[config.mk]
export PLATFORM = sky130hd
export DESIGN_NAME = sfg_lane
export DESIGN_NICKNAME = d
export VERILOG_FILES = /design/src/hw/rtl/sfg_pkg.sv /design/src/hw/rtl/sfg_lane.sv
export SDC_FILE = /design/constraint.sdc
export NUM_CORES = 1
export LEC_CHECK = 0
export ABC_AREA = 1
export BUFFER_PORTS_ARGS = -buffer_cell sky130_fd_sc_hd__buf_4
export CAP_MARGIN = 20
export CORE_MARGIN = 5
export CORE_UTILIZATION = 40
export CTS_CLUSTER_DIAMETER = 150
export DETAILED_ROUTE_END_ITERATION = 10
export PLACE_DENSITY = 0.62
export SKIP_CTS_REPAIR_TIMING = 1
export SYNTH_ARGS = -nofsm -noshare
export SYNTH_HDL_FRONTEND = slang
export SYNTH_SLANG_ARGS = --single-unit
[constraint.sdc]
create_clock -name clk -period 7.19 [get_ports clk]
set_input_delay 1.0785 -clock clk [delete_from_list [all_inputs] [get_ports clk]]
set_output_delay 1.0785 -clock clk [all_outputs]
set_load 0.01 [all_outputs]
[src/hw/rtl/sfg_pkg.sv]
// Shared constants, types and register map for the stereo fade gain block.
package sfg_pkg;

  localparam int SAMPLE_BITS = 16;
  localparam int COUNT_BITS  = 32;
  localparam int GAIN_BITS   = 16;
  localparam int ACC_BITS    = 32;
  localparam int FRAC_BITS   = 14;
  localparam int PROD_BITS   = SAMPLE_BITS + GAIN_BITS + 1;
  localparam int CMP_BITS    = (COUNT_BITS > 32) ? COUNT_BITS : 32;
  localparam int ADDR_BITS   = 5;
  localparam int DATA_BITS   = 32;
  localparam int IDX_BITS    = ADDR_BITS - 2;
  localparam int LANES       = 2;

  typedef logic signed [SAMPLE_BITS-1:0] sample_t;
  typedef logic [GAIN_BITS-1:0]          gain_t;
  typedef logic [IDX_BITS-1:0]           reg_idx_t;

  localparam gain_t UNITY_GAIN = gain_t'(16384);

  localparam reg_idx_t REG_FADE_START = reg_idx_t'(0);
  localparam reg_idx_t REG_FADE_END   = reg_idx_t'(1);
  localparam reg_idx_t REG_BEGIN_GAIN = reg_idx_t'(2);
  localparam reg_idx_t REG_END_GAIN   = reg_idx_t'(3);
  localparam reg_idx_t REG_GAIN_STEP  = reg_idx_t'(4);

  // per-lane stage loads
  typedef struct packed {
    logic ld_s1;
    logic ld_s2;
  } lane_ctl_t;

endpackage

[src/hw/rtl/sfg_lane.sv]
// One channel lane: sample register, gain multiply, round and saturate.
module sfg_lane (
  input  logic               clk,
  input  sfg_pkg::lane_ctl_t ctl,
  input  sfg_pkg::sample_t   sample_in,
  input  sfg_pkg::gain_t     gain,
  output sfg_pkg::sample_t   result,
  output logic               clip
);
  import sfg_pkg::*;

  localparam int RND_BITS = PROD_BITS + 1;
  localparam logic signed [RND_BITS-1:0] MAX_V =
    RND_BITS'({1'b0, {(SAMPLE_BITS-1){1'b1}}});
  localparam logic signed [RND_BITS-1:0] MIN_V = ~MAX_V;
  localparam logic signed [RND_BITS-1:0] HALF  = RND_BITS'(1) <<< (FRAC_BITS - 1);

  sample_t                     sample_q;
  logic signed [PROD_BITS-1:0] prod_c;
  logic signed [PROD_BITS-1:0] prod;
  logic signed [RND_BITS-1:0]  biased;
  logic signed [RND_BITS-1:0]  rounded;
  logic signed [GAIN_BITS:0]   gain_s;

  assign gain_s = $signed({1'b0, gain});
  assign prod_c = PROD_BITS'(sample_q) * PROD_BITS'(gain_s);

  always_ff @(posedge clk) begin
    if (ctl.ld_s1) sample_q <= sample_in;
    if (ctl.ld_s2) prod <= prod_c;
  end

  // floor((p + half) / 2^FRAC_BITS): ties round up
  assign biased  = RND_BITS'(prod) + HALF;
  assign rounded = biased >>> FRAC_BITS;

  always_comb begin
    priority if (rounded > MAX_V) begin
      result = sample_t'(MAX_V);
      clip   = 1'b1;
    end else if (rounded < MIN_V) begin
      result = sample_t'(MIN_V);
      clip   = 1'b1;
    end else begin
      result = rounded[SAMPLE_BITS-1:0];
      clip   = 1'b0;
    end
  end

endmodule

==> flow_summary.json, run 1 <==
{
  "hp-class": "primary input to flop",
  "drtAntennaViolNets": 0,
  "gp_congestion": 0.9045,
  "start_util": 0.4026,
  "syn_avg_cell_area_sq_um": 7.469,
  "root_buffer": "clkbuf_16",
  "timing.final.crit_share": 0.8542,
  "stdcell_area_sq_um": 11940,
  "hold_ws_ns": 0.9524,
  "clock_latency_ns": 0.30,
  "finClkSkew_ns": 0.006095,
  "cp_max_fo": 16,
  "yosys.area.top_type_share": 0.3483,
  "finalWirelength_microns": 27740,
  "nets": 1837,
  "path_cells": "buf_4 -> nand2_1 -> fa_1 -> inv_1 -> fa_1 -> inv_1 -> fa_1 -> inv_1 -> fa_1 -> fa_1 -> inv_1 -> fa_1 -> inv_1 -> ha_1 -> a21oi_1 -> o21ai_0 -> a21oi_1 -> nand2_1 -> nand2_1 -> nand2_1 -> nand2_1 -> nand2_1",
  "grt_usage": 0.1861,
  "core_area_sq_um": 27550,
  "rsz0062_at_grt": "false",
  "netlist_instances": 1485,
  "hold_violations": 0,
  "synthFlopType": "edfxtp_1",
  "critPathLaunchType": "primary input",
  "cts-buffers-inserted": 5,
  "grt-ovfl-total": 0,
  "route.detailed.drc": 0,
  "syn_to_final_growth_pct": 7.614,
  "final_core_util": 0.4332,
  "worst_pin_slew_ns": 0.8860,
  "grt_max_degree": 21,
  "max_slew_margin": 0.4094,
  "diodes": 0,
  "setup-tns-final_ns": 0,
  "async_flop_share": 0,
  "die_w_microns": 176.5,
  "fp.dieH_microns": 176.5,
  "syn_area_sq_um": 11090,
  "hpwl_microns": 22570,
  "synth.distinct_cells": 30,
  "worstSetupEndpointType": "flop",
  "setup_viol": 0,
  "synth_edf_count": 36,
  "die_area_sq_um": 31160,
  "synth.most_common_cell": "nand2_1",
  "cts.htree.levels": 2,
  "yosysTopAreaCell": "fa_1",
  "ys_ff_latch": 36,
  "slowest_stage": "fa_1",
  "synth_area_leaders": "fa_1, nand2_1, inv_1",
  "syn-num-nets": 1833,
  "max_freq_mhz": 162.8,
  "vias_per_cell": 4.731,
  "dpl-instance-area_sq_um": 11720,
  "worst-endpoint-required_ns": 7.24,
  "arrival_ns": 6.19,
  "outcome": "completed",
  "layout-drive-gt1-share": 0.05638,
  "finalCriticalPeriod_ns": 6.142,
  "grt_pass1_vias": 9384,
  "synth_commonest_cells": "nand2_1, inv_1, fa_1",
  "antenna_found_initial": 0,
  "finalMaxSlewViolations": 0,
  "io_pins": 52,
  "vias": 8837,
  "critPathKind": "primary input to flop",
  "yosys_warnings": 0,
  "port_buffers": 51,
  "ys_seq_area_frac": 0.09746,
  "dr.pass1.iters": 5,
  "cts_sinks": 36,
  "grt_pass1_wl_microns": 46260,
  "drt_iter0_drc": 532,
  "num_rows": 61,
  "clk_pin_slew_worst_paths_ns": 0.06,
  "cp_slowest_stage_delay_ns": 0.58,
  "cts_max_path_buffers": 2,
  "nFillCells": 2844,
  "cts_tree": "built",
  "maxCapViolCount": 0,
  "wl_per_cell_microns": 14.85
}
## state kept, by name, summed over array words and instances, names as in the netlist
| signal | count |
|---|---|
| prod | 20 |
| sample_q | 16 |
## layer usage
| metal | share of wire | vias up | GRT usage |
|---|---|---|---|
| met1 | 0.43 | 4277 | 0.2466 |
| met3 | 0.061 | 36 | 0.02719 |
| li1 | - | 4280 | - |
| met2 | 0.49 | 244 | 0.3201 |
| met4 | 0.022 | 0 | 0.04965 |
| met5 | 0 | - | 0 |
## per-stage QoR
stage | instances | setup slack, ns
after global placement | 1860 | 0.8205
final | 1868 | 1.048
after detailed placement | 1860 | 0.7806
after global routing | 1868 | 0.8207
after CTS | 1868 | 1.087
after floorplan | 1485 | 1.035
## final cells by class
cell class / instances / area (sq um) / share of cell area
Multi-Input combinational cell: 981 / 8230 / 0.6895
Inverter: 414 / 1554 / 0.1302
Sequential cell: 36 / 1081 / 0.09057
Tap cell: 378 / 473.0 / 0.03962
Timing Repair Buffer: 51 / 382.9 / 0.03208
Clock buffer: 5 / 125.1 / 0.01048
Clock inverter: 3 / 90.09 / 0.007547
## cell families after synthesis
group	count (synthesis)	synth area share
compound gates	63	0.02922
xor+xnor	22	0.01737
fa+ha+maj	313	0.4837
buf+inv	468	0.1605
flops	36	0.09746
simple gates	583	0.2117
## final timing paths
path,from,to,slack (ns),depth (start not counted)
min reg2reg,sample_q[15],prod[32],1.04,5
max,gain[7],prod[23],1.05,22
min,sample_in[14],sample_q[14],0.95,1
max reg2reg,sample_q[7],prod[23],1.12,21
## layout by cell type (no fill, tap or decap)
master and count:
a21boi_0 1, nand2_4 2, nand3b_1 2, nand3_1 24, buf_4 51, a21oi_1 35
o21bai_1 2, and2_1 2, xnor2_1 10, fa_1 193, a31oi_1 1, inv_1 414
nand4_1 4, clkbuf_16 5, nor2_1 64, and2_0 1, nand2_2 6, edfxtp_1 36
ha_1 120, or2_2 8, nand2_1 449, xor2_1 12, nand3_2 2, nor3_1 12
o21ai_1 1, nor2_2 5, bufinv_16 3, o21ai_0 23, nor2_4 2
## worst max-delay path, delay by kind of cell
family | cells | cell delay, ns
AOI/OAI and AO/OA | 3 | 0.59
adders and majority gates | 7 | 3.44
buffers and inverters | 6 | 0.49
and+or+nand+nor | 6 | 0.57
Power of run 1 is not shown: default switching activity piles up to over one toggle a cycle in this logic, so the estimate is an artifact.
==> run 2, diff against run 1 <==
- CORE_UTILIZATION: 40 -> 29
- PLACE_DENSITY: 0.62 -> 0.5
- SETUP_SLACK_MARGIN: unset -> 0.05
==> run 2 against run 1 <==
  * Sequential share of layout area is 0.069 points lower
  * Global-route usage is 4.7 points lower
  * Worst hold slack worse by 0.0044 ns
  * Cell area is 0.77% higher
  * Final cell count is 7.1% higher
  * Critical path type unchanged
  * Critical endpoint is now prod[31]
==> flow_summary.json, run 2 (synthesis gave the netlist of run 1 again) <==
{
  "worst_pin_slew_ns": 0.8710,
  "dp_slack_ns": 0.7520,
  "die_area_sq_um": 42260,
  "nFillCells": 4138,
  "cp_max_fo": 16,
  "cts-buffers-inserted": 5,
  "cp_slowest_stage_delay_ns": 0.56,
  "cts_sinks": 36,
  "layout-drive-gt1-share": 0.05503,
  "hp-class": "primary input to flop",
  "route.met3.wl_microns": 928,
  "critPathKind": "primary input to flop",
  "grt_usage": 0.1395,
  "finalCriticalPeriod_ns": 6.115,
  "regMostFlops": "prod",
  "worst-endpoint-required_ns": 7.25,
  "hold_violations": 0,
  "drtAntennaViolNets": 0,
  "diodes": 0,
  "dr.pass1.iters": 5,
  "grt-ovfl-total": 0,
  "max_freq_mhz": 163.5,
  "wl_met1_microns": 13250,
  "clk_pin_slew_worst_paths_ns": 0.06,
  "fin_ws_ns": 1.075,
  "grt_max_degree": 21,
  "outcome": "completed",
  "cts_tree": "built",
  "num_rows": 71,
  "grt_pass1_wl_microns": 46720,
  "final_cell_mix": "nand2_1, inv_1, fa_1",
  "largest_reg_flops": 20,
  "finalMaxSlewViolations": 0,
  "route.detailed.drc": 0,
  "multi_input_area_sq_um": 8230,
  "antenna_found_initial": 0,
  "setup-tns-final_ns": 0,
  "critPathLaunchType": "primary input",
  "finalWirelength_microns": 28320,
  "grt_pass1_vias": 8895,
  "root_buffer": "clkbuf_16",
  "top_layer_used": "met4",
  "vias": 8749,
  "reg.largest.list": "prod (20), sample_q (16)",
  "syn_to_final_growth_pct": 8.438,
  "finClkSkew_ns": 0.007219,
  "timing.final.crit_share": 0.8505,
  "max_slew_margin": 0.4193,
  "port_buffers": 51,
  "hpwl_microns": 23600,
  "met2WireLength_microns": 13700,
  "die_w_microns": 205.6,
  "drt_iter0_drc": 329,
  "fp.dieH_microns": 205.6,
  "rsz0062_at_grt": "false",
  "hold_ws_ns": 0.9480,
  "layout_commonest_cell": "nand2_1",
  "regArea_sq_um": 1081,
  "cts_max_path_buffers": 2,
  "wl_per_cell_microns": 14.15,
  "path_cells": "buf_4 -> nand2_1 -> fa_1 -> inv_1 -> fa_1 -> fa_1 -> fa_1 -> fa_1 -> inv_1 -> fa_1 -> inv_1 -> ha_1 -> a21oi_1 -> o21ai_0 -> nand2_1 -> nand2_1 -> a21oi_1 -> nand2_1 -> nand2_1 -> nand2_1",
  "arrival_ns": 6.17,
  "nets": 1838,
  "cts.htree.levels": 2,
  "setup_viol": 0,
  "vias_per_cell": 4.372,
  "start_util": 0.2938,
  "cp-startpoint": "gain[6]",
  "hp-start": "sample_in[13]",
  "io_pins": 52,
  "clock_latency_ns": 0.30,
  "slowest_stage": "fa_1",
  "worstSetupEndpointType": "flop",
  "reg2reg_from": "sample_q[15]",
  "core_area_sq_um": 37760,
  "gp_congestion": 0.8362,
  "maxCapViolCount": 0
}
[run 2: cell types whose count changed in the layout (fill, tap and decap cells not counted), sizes merged]
cell	change
bufinv	-3
clkinv	+2
buf	+1
[run 2: worst max-delay path: cells and delay by family]
family	cells	cell delay, ns
adder cells (fa/ha/maj)	7	3.51
AO/OA/AOI/OAI	3	0.70
AND/OR/NAND/NOR	6	0.48
buffers and inverters	4	0.38
[run 2: path summary, 6_finish.rpt]
kind	endpoint	slack (ns)	cells past startpoint
worst max-delay path	prod[31]	1.08	20
worst min register to register	prod[32]	1.08	5
worst min-delay path	sample_q[13]	0.95	1
worst max register to register	prod[31]	1.15	19
[run 2: final cells by class]
type / instances / area share
multi-input cells: 981 / 0.6843
inverters: 414 / 0.1292
flip-flops and latches: 36 / 0.08988
well taps: 511 / 0.05316
repair buffers: 52 / 0.03246
clock buffers: 5 / 0.01040
clock inverters: 2 / 0.0006242
[run 2: metrics by stage]
step | util | cell area (sq um) | std cells
after floorplan | - | 11090 | 1485
after detailed placement | 0.3151 | 11900 | 1994
after CTS | 0.3186 | 12030 | 2001
after global placement | 0.3151 | 11900 | 1994
after global routing | 0.3186 | 12030 | 2001
final | 0.3186 | 12030 | 2001
[run 2: routing by layer]
layer	track usage	up-vias
met5	0	-
met4	0.02967	0
met3	0.01686	26
met2	0.2351	140
met1	0.1934	4309
li1	-	4274
Power of run 2 is left out for the same reason.
