**config.mk**
```make
export PLATFORM = sky130hd
export DESIGN_NAME = sfg_gain_ctrl
export DESIGN_NICKNAME = d
export VERILOG_FILES = /design/src/hw/rtl/sfg_pkg.sv /design/src/hw/rtl/sfg_gain_ctrl.sv
export SDC_FILE = /design/constraint.sdc
export NUM_CORES = 1
export LEC_CHECK = 0
export BUFFER_PORTS_ARGS = -buffer_cell sky130_fd_sc_hd__buf_4
export CAP_MARGIN = 20
export CORE_AREA = 5 5 153 155
export CTS_CLUSTER_DIAMETER = 60
export DETAILED_ROUTE_END_ITERATION = 10
export DIE_AREA = 0 0 158 160
export HOLD_SLACK_MARGIN = 0.1
export PLACE_DENSITY = 0.86
export SLEW_MARGIN = 25
export SYNTH_ARGS = -nofsm -noshare
export SYNTH_HDL_FRONTEND = slang
export SYNTH_SLANG_ARGS = --single-unit
```
**constraint.sdc**
```tcl
create_clock -name clk -period 12.3 [get_ports clk]
set_input_delay 1.845 -clock clk [delete_from_list [all_inputs] [get_ports clk]]
set_output_delay 1.845 -clock clk [all_outputs]
set_load 0.05 [all_outputs]
```
**src/hw/rtl/sfg_pkg.sv**
```systemverilog
// Shared constants, types and register map for the stereo fade gain block.
package sfg_pkg;

  localparam int SAMPLE_BITS = 16;
  localparam int COUNT_BITS  = 32;
  localparam int GAIN_BITS   = 16;
  localparam int ACC_BITS    = 32;
  localparam int FRAC_BITS   = 14;
  localparam int PROD_BITS   = SAMPLE_BITS + GAIN_BITS + 1;
  localparam int CMP_BITS    = (COUNT_BITS > 32) ? COUNT_BITS : 32;
  localparam int ADDR_BITS   = 5;
  localparam int DATA_BITS   = 32;
  localparam int IDX_BITS    = ADDR_BITS - 2;
  localparam int LANES       = 2;

  typedef logic signed [SAMPLE_BITS-1:0] sample_t;
  typedef logic [GAIN_BITS-1:0]          gain_t;
  typedef logic [IDX_BITS-1:0]           reg_idx_t;

  localparam gain_t UNITY_GAIN = gain_t'(16384);

  localparam reg_idx_t REG_FADE_START = reg_idx_t'(0);
  localparam reg_idx_t REG_FADE_END   = reg_idx_t'(1);
  localparam reg_idx_t REG_BEGIN_GAIN = reg_idx_t'(2);
  localparam reg_idx_t REG_END_GAIN   = reg_idx_t'(3);
  localparam reg_idx_t REG_GAIN_STEP  = reg_idx_t'(4);

  // per-lane stage loads
  typedef struct packed {
    logic ld_s1;
    logic ld_s2;
  } lane_ctl_t;

endpackage

```
**src/hw/rtl/sfg_gain_ctrl.sv**
```systemverilog
// Register file, frame counter and gain ramp accumulator.
module sfg_gain_ctrl (
  input  logic                          clk,
  input  logic                          rst,
  input  logic                          psel,
  input  logic                          penable,
  input  logic                          pwrite,
  input  logic [sfg_pkg::ADDR_BITS-1:0] paddr,
  input  logic [sfg_pkg::DATA_BITS-1:0] pwdata,
  output logic [sfg_pkg::DATA_BITS-1:0] prdata,
  input  logic                          accept,
  output sfg_pkg::gain_t                gain
);
  import sfg_pkg::*;

  logic [31:0]           fade_start;
  logic [31:0]           fade_end;
  gain_t                 begin_gain;
  gain_t                 end_gain;
  logic signed [31:0]    gain_step;
  logic [COUNT_BITS-1:0] frame_count;
  logic [ACC_BITS-1:0]   gain_accum;

  logic                       wr;
  reg_idx_t                   idx;
  logic                       ramp_on;
  logic [CMP_BITS-1:0]        f_ext;
  logic [CMP_BITS-1:0]        s_ext;
  logic [CMP_BITS-1:0]        e_ext;
  logic signed [ACC_BITS+1:0] sum;
  logic signed [ACC_BITS+1:0] target;
  logic signed [ACC_BITS+1:0] bounded;
  logic [ACC_BITS-1:0]        acc_clamped;
  logic [ACC_BITS-1:0]        begin_acc;
  logic [ACC_BITS-1:0]        gain_accum_next;
  gain_t                      gain_next;

  assign wr        = psel & penable & pwrite;
  assign idx       = paddr[ADDR_BITS-1:2];
  assign ramp_on   = fade_start < fade_end;
  assign f_ext     = CMP_BITS'(frame_count);
  assign s_ext     = CMP_BITS'(fade_start);
  assign e_ext     = CMP_BITS'(fade_end);
  assign begin_acc = {begin_gain, {(ACC_BITS-GAIN_BITS){1'b0}}};

  assign sum    = $signed({2'b00, gain_accum}) + $signed({{2{gain_step[31]}}, gain_step});
  assign target = $signed({2'b00, end_gain, {(ACC_BITS-GAIN_BITS){1'b0}}});

  // clamp toward the target, then into the unsigned accumulator range
  always_comb begin
    bounded = sum;
    if (begin_gain <= end_gain) begin
      if (sum > target) bounded = target;
    end else begin
      if (sum < target) bounded = target;
    end
    priority if (bounded[ACC_BITS+1]) begin
      acc_clamped = '0;
    end else if (bounded[ACC_BITS]) begin
      acc_clamped = '1;
    end else begin
      acc_clamped = bounded[ACC_BITS-1:0];
    end
  end

  always_comb begin
    gain_next       = gain_accum[ACC_BITS-1 -: GAIN_BITS];
    gain_accum_next = gain_accum;
    priority if (!ramp_on) begin
      gain_next = UNITY_GAIN;
    end else if (f_ext < s_ext) begin
      gain_next       = begin_gain;
      gain_accum_next = begin_acc;
    end else if (f_ext < e_ext) begin
      gain_accum_next = acc_clamped;
    end
  end

  always_ff @(posedge clk) begin
    if (rst) begin
      fade_start  <= '0;
      fade_end    <= '0;
      begin_gain  <= UNITY_GAIN;
      end_gain    <= UNITY_GAIN;
      gain_step   <= '0;
      frame_count <= '0;
      gain_accum  <= {UNITY_GAIN, {(ACC_BITS-GAIN_BITS){1'b0}}};
    end else begin
      if (wr) begin
        case (idx)
          REG_FADE_START: fade_start <= pwdata[31:0];
          REG_FADE_END:   fade_end   <= pwdata[31:0];
          REG_BEGIN_GAIN: begin_gain <= pwdata[GAIN_BITS-1:0];
          REG_END_GAIN:   end_gain   <= pwdata[GAIN_BITS-1:0];
          REG_GAIN_STEP:  gain_step  <= $signed(pwdata[31:0]);
          default: ;
        endcase
      end
      if (wr && idx == REG_BEGIN_GAIN) begin
        gain_accum <= {pwdata[GAIN_BITS-1:0], {(ACC_BITS-GAIN_BITS){1'b0}}};
      end else if (accept) begin
        gain_accum <= gain_accum_next;
      end
      if (accept && frame_count != '1) begin
        frame_count <= frame_count + COUNT_BITS'(1);
      end
    end
  end

  always_ff @(posedge clk) begin
    if (accept) begin
      gain <= gain_next;
    end
  end

  always_comb begin
    case (idx)
      REG_FADE_START: prdata = DATA_BITS'(fade_start);
      REG_FADE_END:   prdata = DATA_BITS'(fade_end);
      REG_BEGIN_GAIN: prdata = DATA_BITS'(begin_gain);
      REG_END_GAIN:   prdata = DATA_BITS'(end_gain);
      REG_GAIN_STEP:  prdata = DATA_BITS'(gain_step);
      default:        prdata = '0;
    endcase
  end

endmodule

```
==> metrics.csv, run 1 <==
stage;metric;value;unit
synth;ys_seq_area_share;30.0;%
timing;hold_viol;0;
placed_design;portBuffers;88;
finish;fin_cells;2214;
timing;slew_headroom;30.5;%
routing;drtAntennaViolNets;0;
setup_path;critical_path.max_fanout;11;
timing;drv_slew;0;
cts;cts_resized;0;
die;fp.dieW;158;um
synth;async_reset_ff_share;0;%
status;status;finished, final reports clean;
synth;ys_seq_elements;208;
cts;cts_setup_buffers;0;
timing;finalSetupTns;0;ns
power;p_clk_share;36.6;%
setup_path;required;12.72;ns
synth;synth_ff_type;dfxtp_1;
power;swShare;31.7;%
synth;syn_inst;1892;
cts;cts_root_buf;clkbuf_16;
timing;grt_setup_unrepaired;false;
routing;wl_per_cell;20.3;um
cts;clockBufferDepth;3;
finish;diodes;0;
placed_design;gp_congestion;0.990;
die;core-area;0.0217;sq mm
placed_design;post-place-ws;5.35;ns
run;max-cap-violations;0;
routing;wirelength;44900;um
finish;fin_nets;2122;
power;finalPower;1.81;mW
die;rows;54;
power;p_sw;0.574;mW
cts;cts_tree;built;
synth;ys_types;75;
setup_path;critPathArrivalTime;7.46;ns
routing;dr_total_vias;14453;
setup_path;endpoint_kind;flip-flop;
cts;path_clk_slew;0.06;ns
cts;cts_made_buffers;23;
global_routing;grt_pass1_wl;71000;um
global_routing;grt_pass1_vias;13431;
timing;worst_pin_slew;1.04;ns
die;start_util;66.4;%
timing;whs;0.463;ns
synth;yosys_warnings;0;
finish;finish.utilization;73.2;%
power;irDropWorstVdd;107;uV
synth;synth_area;0.0144;sq mm
die;die_height;160;um
routing;first_pass_iters;6;
global_routing;antenna_found_initial;0;
synth;synth_nets;2096;
cts;htreeDepth;1;
timing;fin_ws;5.26;ns
timing;fmax;0.142;GHz
global_routing;grt_max_degree;92;
global_routing;grt.total_usage;34.3;%
placed_design;place_inst;2173;
finish;area_growth;10.2;%
finish;postLayoutCellArea;0.0159;sq mm
routing;drt_iter0_drc;1833;
power;powerDensity;114;mW/mm^2
timing;min_period;7.04;ns
placed_design;hpwl;33200;um
setup_path;start_kind;flip-flop;
die;ios;91;
power;p_int;1.24;mW
die;die_area;0.0253;sq mm
cts;cts_hold_buf;0;
power;combPwrFrac;24.0;%
timing;skew;0.0133;ns
routing;drc;0;
synth;synth-edff-count;16;
worst_hold_path;min_path_type;flip-flop to flip-flop;
timing;setup_viol;0;
synth;synth_area_per_cell;7.62;sq um
finish;drive_gt1_share;9.46;%
setup_path;path_class;flip-flop to flip-flop;
cts;clock_sink_count;208;
power;seq_power_share;39.5;%
global_routing;overflow;0;
placed_design;place_area;0.0152;sq mm
power;leakage;6.38;nW
timing;fin_crit_sh;57.2;%
cts;worstSkewPairLatency;0.51;ns
routing;viasPerCell;6.53;
-- cell usage after synthesis (6+ instances only) --
master,count,area (sq um)
and4_1,10,87.6
ha_1,160,2000
nor3_1,39,195
or3_1,14,87.6
nor4_1,8,50.1
a21oi_1,227,1140
a211oi_1,17,128
nand2_1,341,1280
dfxtp_1,192,3840
a22oi_1,32,240
or2_2,11,68.8
nand4_1,32,200
mux2_2,15,169
a31oi_1,9,56.3
a21o_1,34,255
o21a_1,8,60.1
edfxtp_1,16,480
nor2_1,162,608
a2111oi_0,7,61.3
clkbuf_1,88,330
and3_1,14,87.6
a211o_1,6,52.6
o211ai_1,9,67.6
xnor2_1,23,201
mux2i_1,34,340
buf_2,7,35.0
o21bai_1,9,67.6
inv_1,104,390
nor2b_1,7,43.8
nand2b_1,15,93.8
nand3_1,32,160
xor2_1,23,201
o22ai_1,19,119
o31a_1,7,61.3
o21ai_0,80,400
-- worst paths after layout --
kind	from	to	slack (ns)	cells after the start
min reg2reg	gain_accum[12]	gain_accum[12]	0.46	2
min	gain_accum[12]	gain_accum[12]	0.46	2
max	gain_step[0]	gain_accum[17]	5.26	20
max reg2reg	gain_step[0]	gain_accum[17]	5.26	20
-- area by class of cell --
type / instances / area, sq um
Clock inverter: 10 / 73.8
Sequential cell: 208 / 4320
Clock buffer: 31 / 636
Fill cell: 1680 / 5810
Multi-Input combinational cell: 1479 / 9340
Inverter: 104 / 390
Tap cell: 280 / 350
Timing Repair Buffer: 102 / 766
-- flip-flops by register name (all words and copies together) (netlist names) --
name and count:
fade_start 32, begin_gain 16, gain 16, e_ext 32, end_gain 16, gain_accum 32
gain_step 32, f_ext 32
-- cell usage in the layout (no fill, tap or decap), types with 10 or more instances in the layout --
cell and count:
nand2_1 341, a21oi_1 227, dfxtp_1 192, nor2_1 160, ha_1 160, inv_1 104
buf_4 102, o21ai_0 80, nor3_1 39, a21o_1 34, mux2i_1 34, nand4_1 32
nand3_1 32, a22oi_1 32, xnor2_1 23, xor2_1 23, clkbuf_16 23, o22ai_1 19
a211oi_1 16, edfxtp_1 16, nand2b_1 15, mux2_2 15, or3_1 14, and3_1 13
or2_2 11, and4_1 10
-- power groups by stage --
stage / sequential, mW / clock (mW) / combinational (mW)
global placement: 0.728 / 0 / 0.409
finish: 0.715 / 0.661 / 0.433
CTS: 0.713 / 0.664 / 0.420
detailed placement: 0.728 / 0 / 0.416
floorplan: 0.734 / 0 / 0.299
global route: 0.715 / 0.698 / 0.465
-- worst max-delay path: stages (launching register included) --
cell and delay (ns):
dfxtp_1 0.33, ha_1 0.23, fa_1 0.40, a21o_1 0.22, a221oi_4 0.41, nor2_1 0.15, o311ai_1 0.61, nor2_1 0.15
o41a_1 0.47, and4b_1 0.23, nor4_1 0.49, ha_1 0.24, nand4_1 0.13, nor2_1 0.29, and4_1 0.25, o2111ai_1 0.12
or4_4 0.45, nor4_4 0.71, mux2_2 0.40, or4_1 0.46, a211oi_1 0.23
-- cells by family (layout without fill, tap and decap cells) --
logic type      count (synthesis)  in the layout  share of synthesized area (%)
compound gates                517            517                           22.3
xor+xnor                       46             46                           2.80
fa+ha+maj                     161            161                           14.0
buf+inv                       205            247                           5.45
flops                         208            208                           30.0
mux                            49             49                           3.53
simple gates                  706            706                           21.9
-- layer usage --
layer	routed length, um	up-vias	part of all wire, %	global-route usage (%)
met2	20400	792	45	53.9
met4	2290	0	5.1	14.7
met1	17900	6737	40	47.7
met5	0	-	0	0
li1	-	6786	-	-
met3	4250	138	9.5	4.06
Note: power is estimated with default switching activity, not from simulation.
==> run 2: changes to the inputs <==
--- a/config.mk
+++ b/config.mk
@@ -5,14 +5,15 @@
 export SDC_FILE = /design/constraint.sdc
 export NUM_CORES = 1
 export LEC_CHECK = 0
+export ABC_AREA = 1
 export BUFFER_PORTS_ARGS = -buffer_cell sky130_fd_sc_hd__buf_4
 export CAP_MARGIN = 20
-export CORE_AREA = 5 5 153 155
+export CORE_AREA = 5 5 169 171
 export CTS_CLUSTER_DIAMETER = 60
 export DETAILED_ROUTE_END_ITERATION = 10
-export DIE_AREA = 0 0 158 160
+export DIE_AREA = 0 0 174 176
 export HOLD_SLACK_MARGIN = 0.1
-export PLACE_DENSITY = 0.86
+export PLACE_DENSITY = 0.77
 export SLEW_MARGIN = 25
 export SYNTH_ARGS = -nofsm -noshare
 export SYNTH_HDL_FRONTEND = slang
==> constraint.sdc (replaced) <==
create_clock -name clk -period 6.3 [get_ports clk]
set_input_delay 0.945 -clock clk [delete_from_list [all_inputs] [get_ports clk]]
set_output_delay 0.945 -clock clk [all_outputs]
set_load 0.05 [all_outputs]
==> metrics.csv, run 2 <==
stage;metric;value;unit
status;status;finished, final reports clean;
setup_path;critPathSlowestCell;fa_1;
timing;slew_headroom;31.1;%
synth;synth_area_per_cell;6.63;sq um
die;start_util;55.6;%
power;finalPower;4.07;mW
power;irDropWorstVdd;166;uV
routing;drc;0;
finish;multi_input_area;0.00904;sq mm
power;powerDensity;246;mW/mm^2
timing;worst_pin_slew;1.03;ns
placed_design;portBuffers;88;
synth;ys_types;52;
cts;cts_hold_buf;0;
synth;async_reset_ff_share;0;%
timing;setup_viol;0;
finish;seq_area;0.00432;sq mm
power;swShare;35.9;%
finish;nFillCells;2556;
routing;dr_total_vias;15483;
setup_path;path_class;flip-flop to flip-flop;
finish;layout_commonest_cell;nand2_1;
setup_path;r2r_end;gain_accum[27];
cts;cts_tree;built;
finish;fin_nets;2499;
worst_hold_path;hold_end;gain_accum[12];
synth;yosys_warnings;0;
timing;hold_viol;0;
setup_path;max_stage_delay;0.45;ns
placed_design;hpwl;38600;um
cts;clock_sink_count;208;
setup_path;worst-r2r-cell-count;33;
timing;fmax;0.177;GHz
synth;synth_area;0.0148;sq mm
placed_design;post-place-ws;0.856;ns
setup_path;critPathArrivalTime;6.07;ns
finish;area_growth;11.6;%
routing;viasPerCell;5.83;
placed_design;gp_congestion;0.958;
setup_path;critical_path.max_fanout;16;
global_routing;grt.total_usage;31.5;%
power;p_clk_share;36.4;%
setup_path;path_buf_inv;4;
worst_hold_path;min_path_type;flip-flop to flip-flop;
synth;yosys-top-cells-count;nand2_1, inv_1, a21oi_1;
global_routing;grt_pass1_wl;78000;um
timing;min_period;5.64;ns
timing;skew;0.0162;ns
finish;diodes;0;
finish;mostFrequentLayoutCells;nand2_1, inv_1, a21oi_1;
power;seq_power_share;34.6;%
routing;wirelength;49700;um
timing;finalSetupTns;0;ns
routing;wl_per_cell;18.7;um
timing;grt_setup_unrepaired;false;
routing;drt_iter0_drc;1723;
cts;cts_resized;0;
routing;drtAntennaViolNets;0;
setup_path;crit_top_cell;nand2_1;
cts;cts_made_buffers;26;
timing;fin_ws;0.663;ns
synth;synth-edff-count;16;
synth;ys_seq_area_share;29.1;%
setup_path;reg2reg_from;gain_step[0];
synth;yosys-top-cells-area;dfxtp_1, nand2_1, ha_1;
finish;postLayoutCellArea;0.0166;sq mm
global_routing;grt_pass1_vias;14173;
die;fp.dieW;174;um
setup_path;cp_top_family;simple AND/OR/NAND/NOR gates;
worst_hold_path;hold_path_startpoint;gain_accum[12];
die;die_area;0.0306;sq mm
worst_hold_path;min_path_cells;2;
global_routing;overflow;0;
cts;cts_setup_buffers;0;
global_routing;grt_max_degree;73;
cts;path_clk_slew;0.06;ns
cts;clockBufferDepth;3;
setup_path;start_kind;flip-flop;
finish;drive_gt1_share;8.65;%
setup_path;r2r_slack;0.66;ns
die;rows;60;
cts;htreeDepth;1;
die;core-area;0.0267;sq mm
routing;first_pass_iters;5;
synth;post-synth-top-count-cell;nand2_1;
global_routing;antenna_found_initial;0;
finish;fin_cells;2654;
placed_design;place_area;0.0157;sq mm
cts;worstSkewPairLatency;0.54;ns
die;ios;91;
power;p_int;2.61;mW
power;combPwrFrac;29.0;%
placed_design;place_inst;2608;
timing;whs;0.471;ns
synth;ys_seq_elements;208;
synth;synth_area_leader_cell;dfxtp_1;
power;leakage;7.92;nW
setup_path;required;6.73;ns
power;p_sw;1.46;mW
timing;fin_crit_sh;89.5;%
run;max-cap-violations;0;
synth;synth_top_area_share;25.9;%
setup_path;endpoint_kind;flip-flop;
die;die_height;176;um
synth;synth_nets;2442;
timing;drv_slew;0;
synth;syn_inst;2238;
synth;synth_ff_type;dfxtp_1;
cts;cts_root_buf;clkbuf_16;
finish;finish.utilization;62.0;%
==> run 2: worst max-delay path by stage <==
stage                 start  depth (start not counted)             end  slack, ns
6_report       gain_step[0]                         33  gain_accum[27]       0.66
5_1_grt        gain_step[0]                         33  gain_accum[27]       0.32
4_1_cts        gain_step[0]                         33  gain_accum[27]       0.83
3_5_place_dp   gain_step[0]                         33  gain_accum[27]       0.86
3_3_place_gp   gain_step[0]                         30  gain_accum[27]       0.90
2_1_floorplan  gain_step[0]                         34  gain_accum[28]       1.67
==> run 2: worst register-to-register path: cells and delay by family, from the launching register on <==
family                   cells  cell delay, ns
buffers and inverters        4            0.37
adder cells (fa/ha/maj)      4            1.42
flip-flops                   1            0.33
XOR/XNOR                     1            0.40
AO/OA/AOI/OAI                5            0.88
AND/OR/NAND/NOR             19            2.15
==> run 2: kinds of logic (layout without fill, tap and decap cells) <==
| group | after synthesis | after routing | share of synthesized area, % |
|---|---|---|---|
| AND/OR/NAND/NOR | 956 | 956 | 27.0 |
| AO/OA/AOI/OAI | 508 | 508 | 19.0 |
| buffers and inverters | 384 | 459 | 10.0 |
| flip-flops | 208 | 208 | 29.1 |
| adder cells (fa/ha/maj) | 161 | 161 | 13.6 |
| XOR/XNOR | 21 | 21 | 1.24 |
==> run 2: power by group through the flow <==
| stage | Sequential (mW) | Combinational [mW] | Clock, mW |
|---|---|---|---|
| after floorplan | 1.46 | 0.820 | 0 |
| after global placement | 1.44 | 1.13 | 0 |
| after detailed placement | 1.44 | 1.14 | 0 |
| after CTS | 1.41 | 1.15 | 1.49 |
| after global routing | 1.41 | 1.30 | 1.55 |
| final | 1.41 | 1.18 | 1.48 |
==> run 2: area by class of cell <==
type | instances | share of cell area [%]
multi-input cells | 1646 | 54.5
flip-flops and latches | 208 | 26.1
inverters | 310 | 7.03
repair buffers | 103 | 4.67
clock buffers | 35 | 4.56
well taps | 341 | 2.57
clock inverters | 11 | 0.551
==> run 2: layer usage <==
layer | GRT usage, % | part of all wire [%] | vias up
met4 | 10.1 | 3.5 | 0
met5 | 0 | 0 | -
li1 | - | - | 7529
met2 | 48.0 | 42 | 729
met3 | 4.78 | 10 | 109
met1 | 45.9 | 44 | 7116
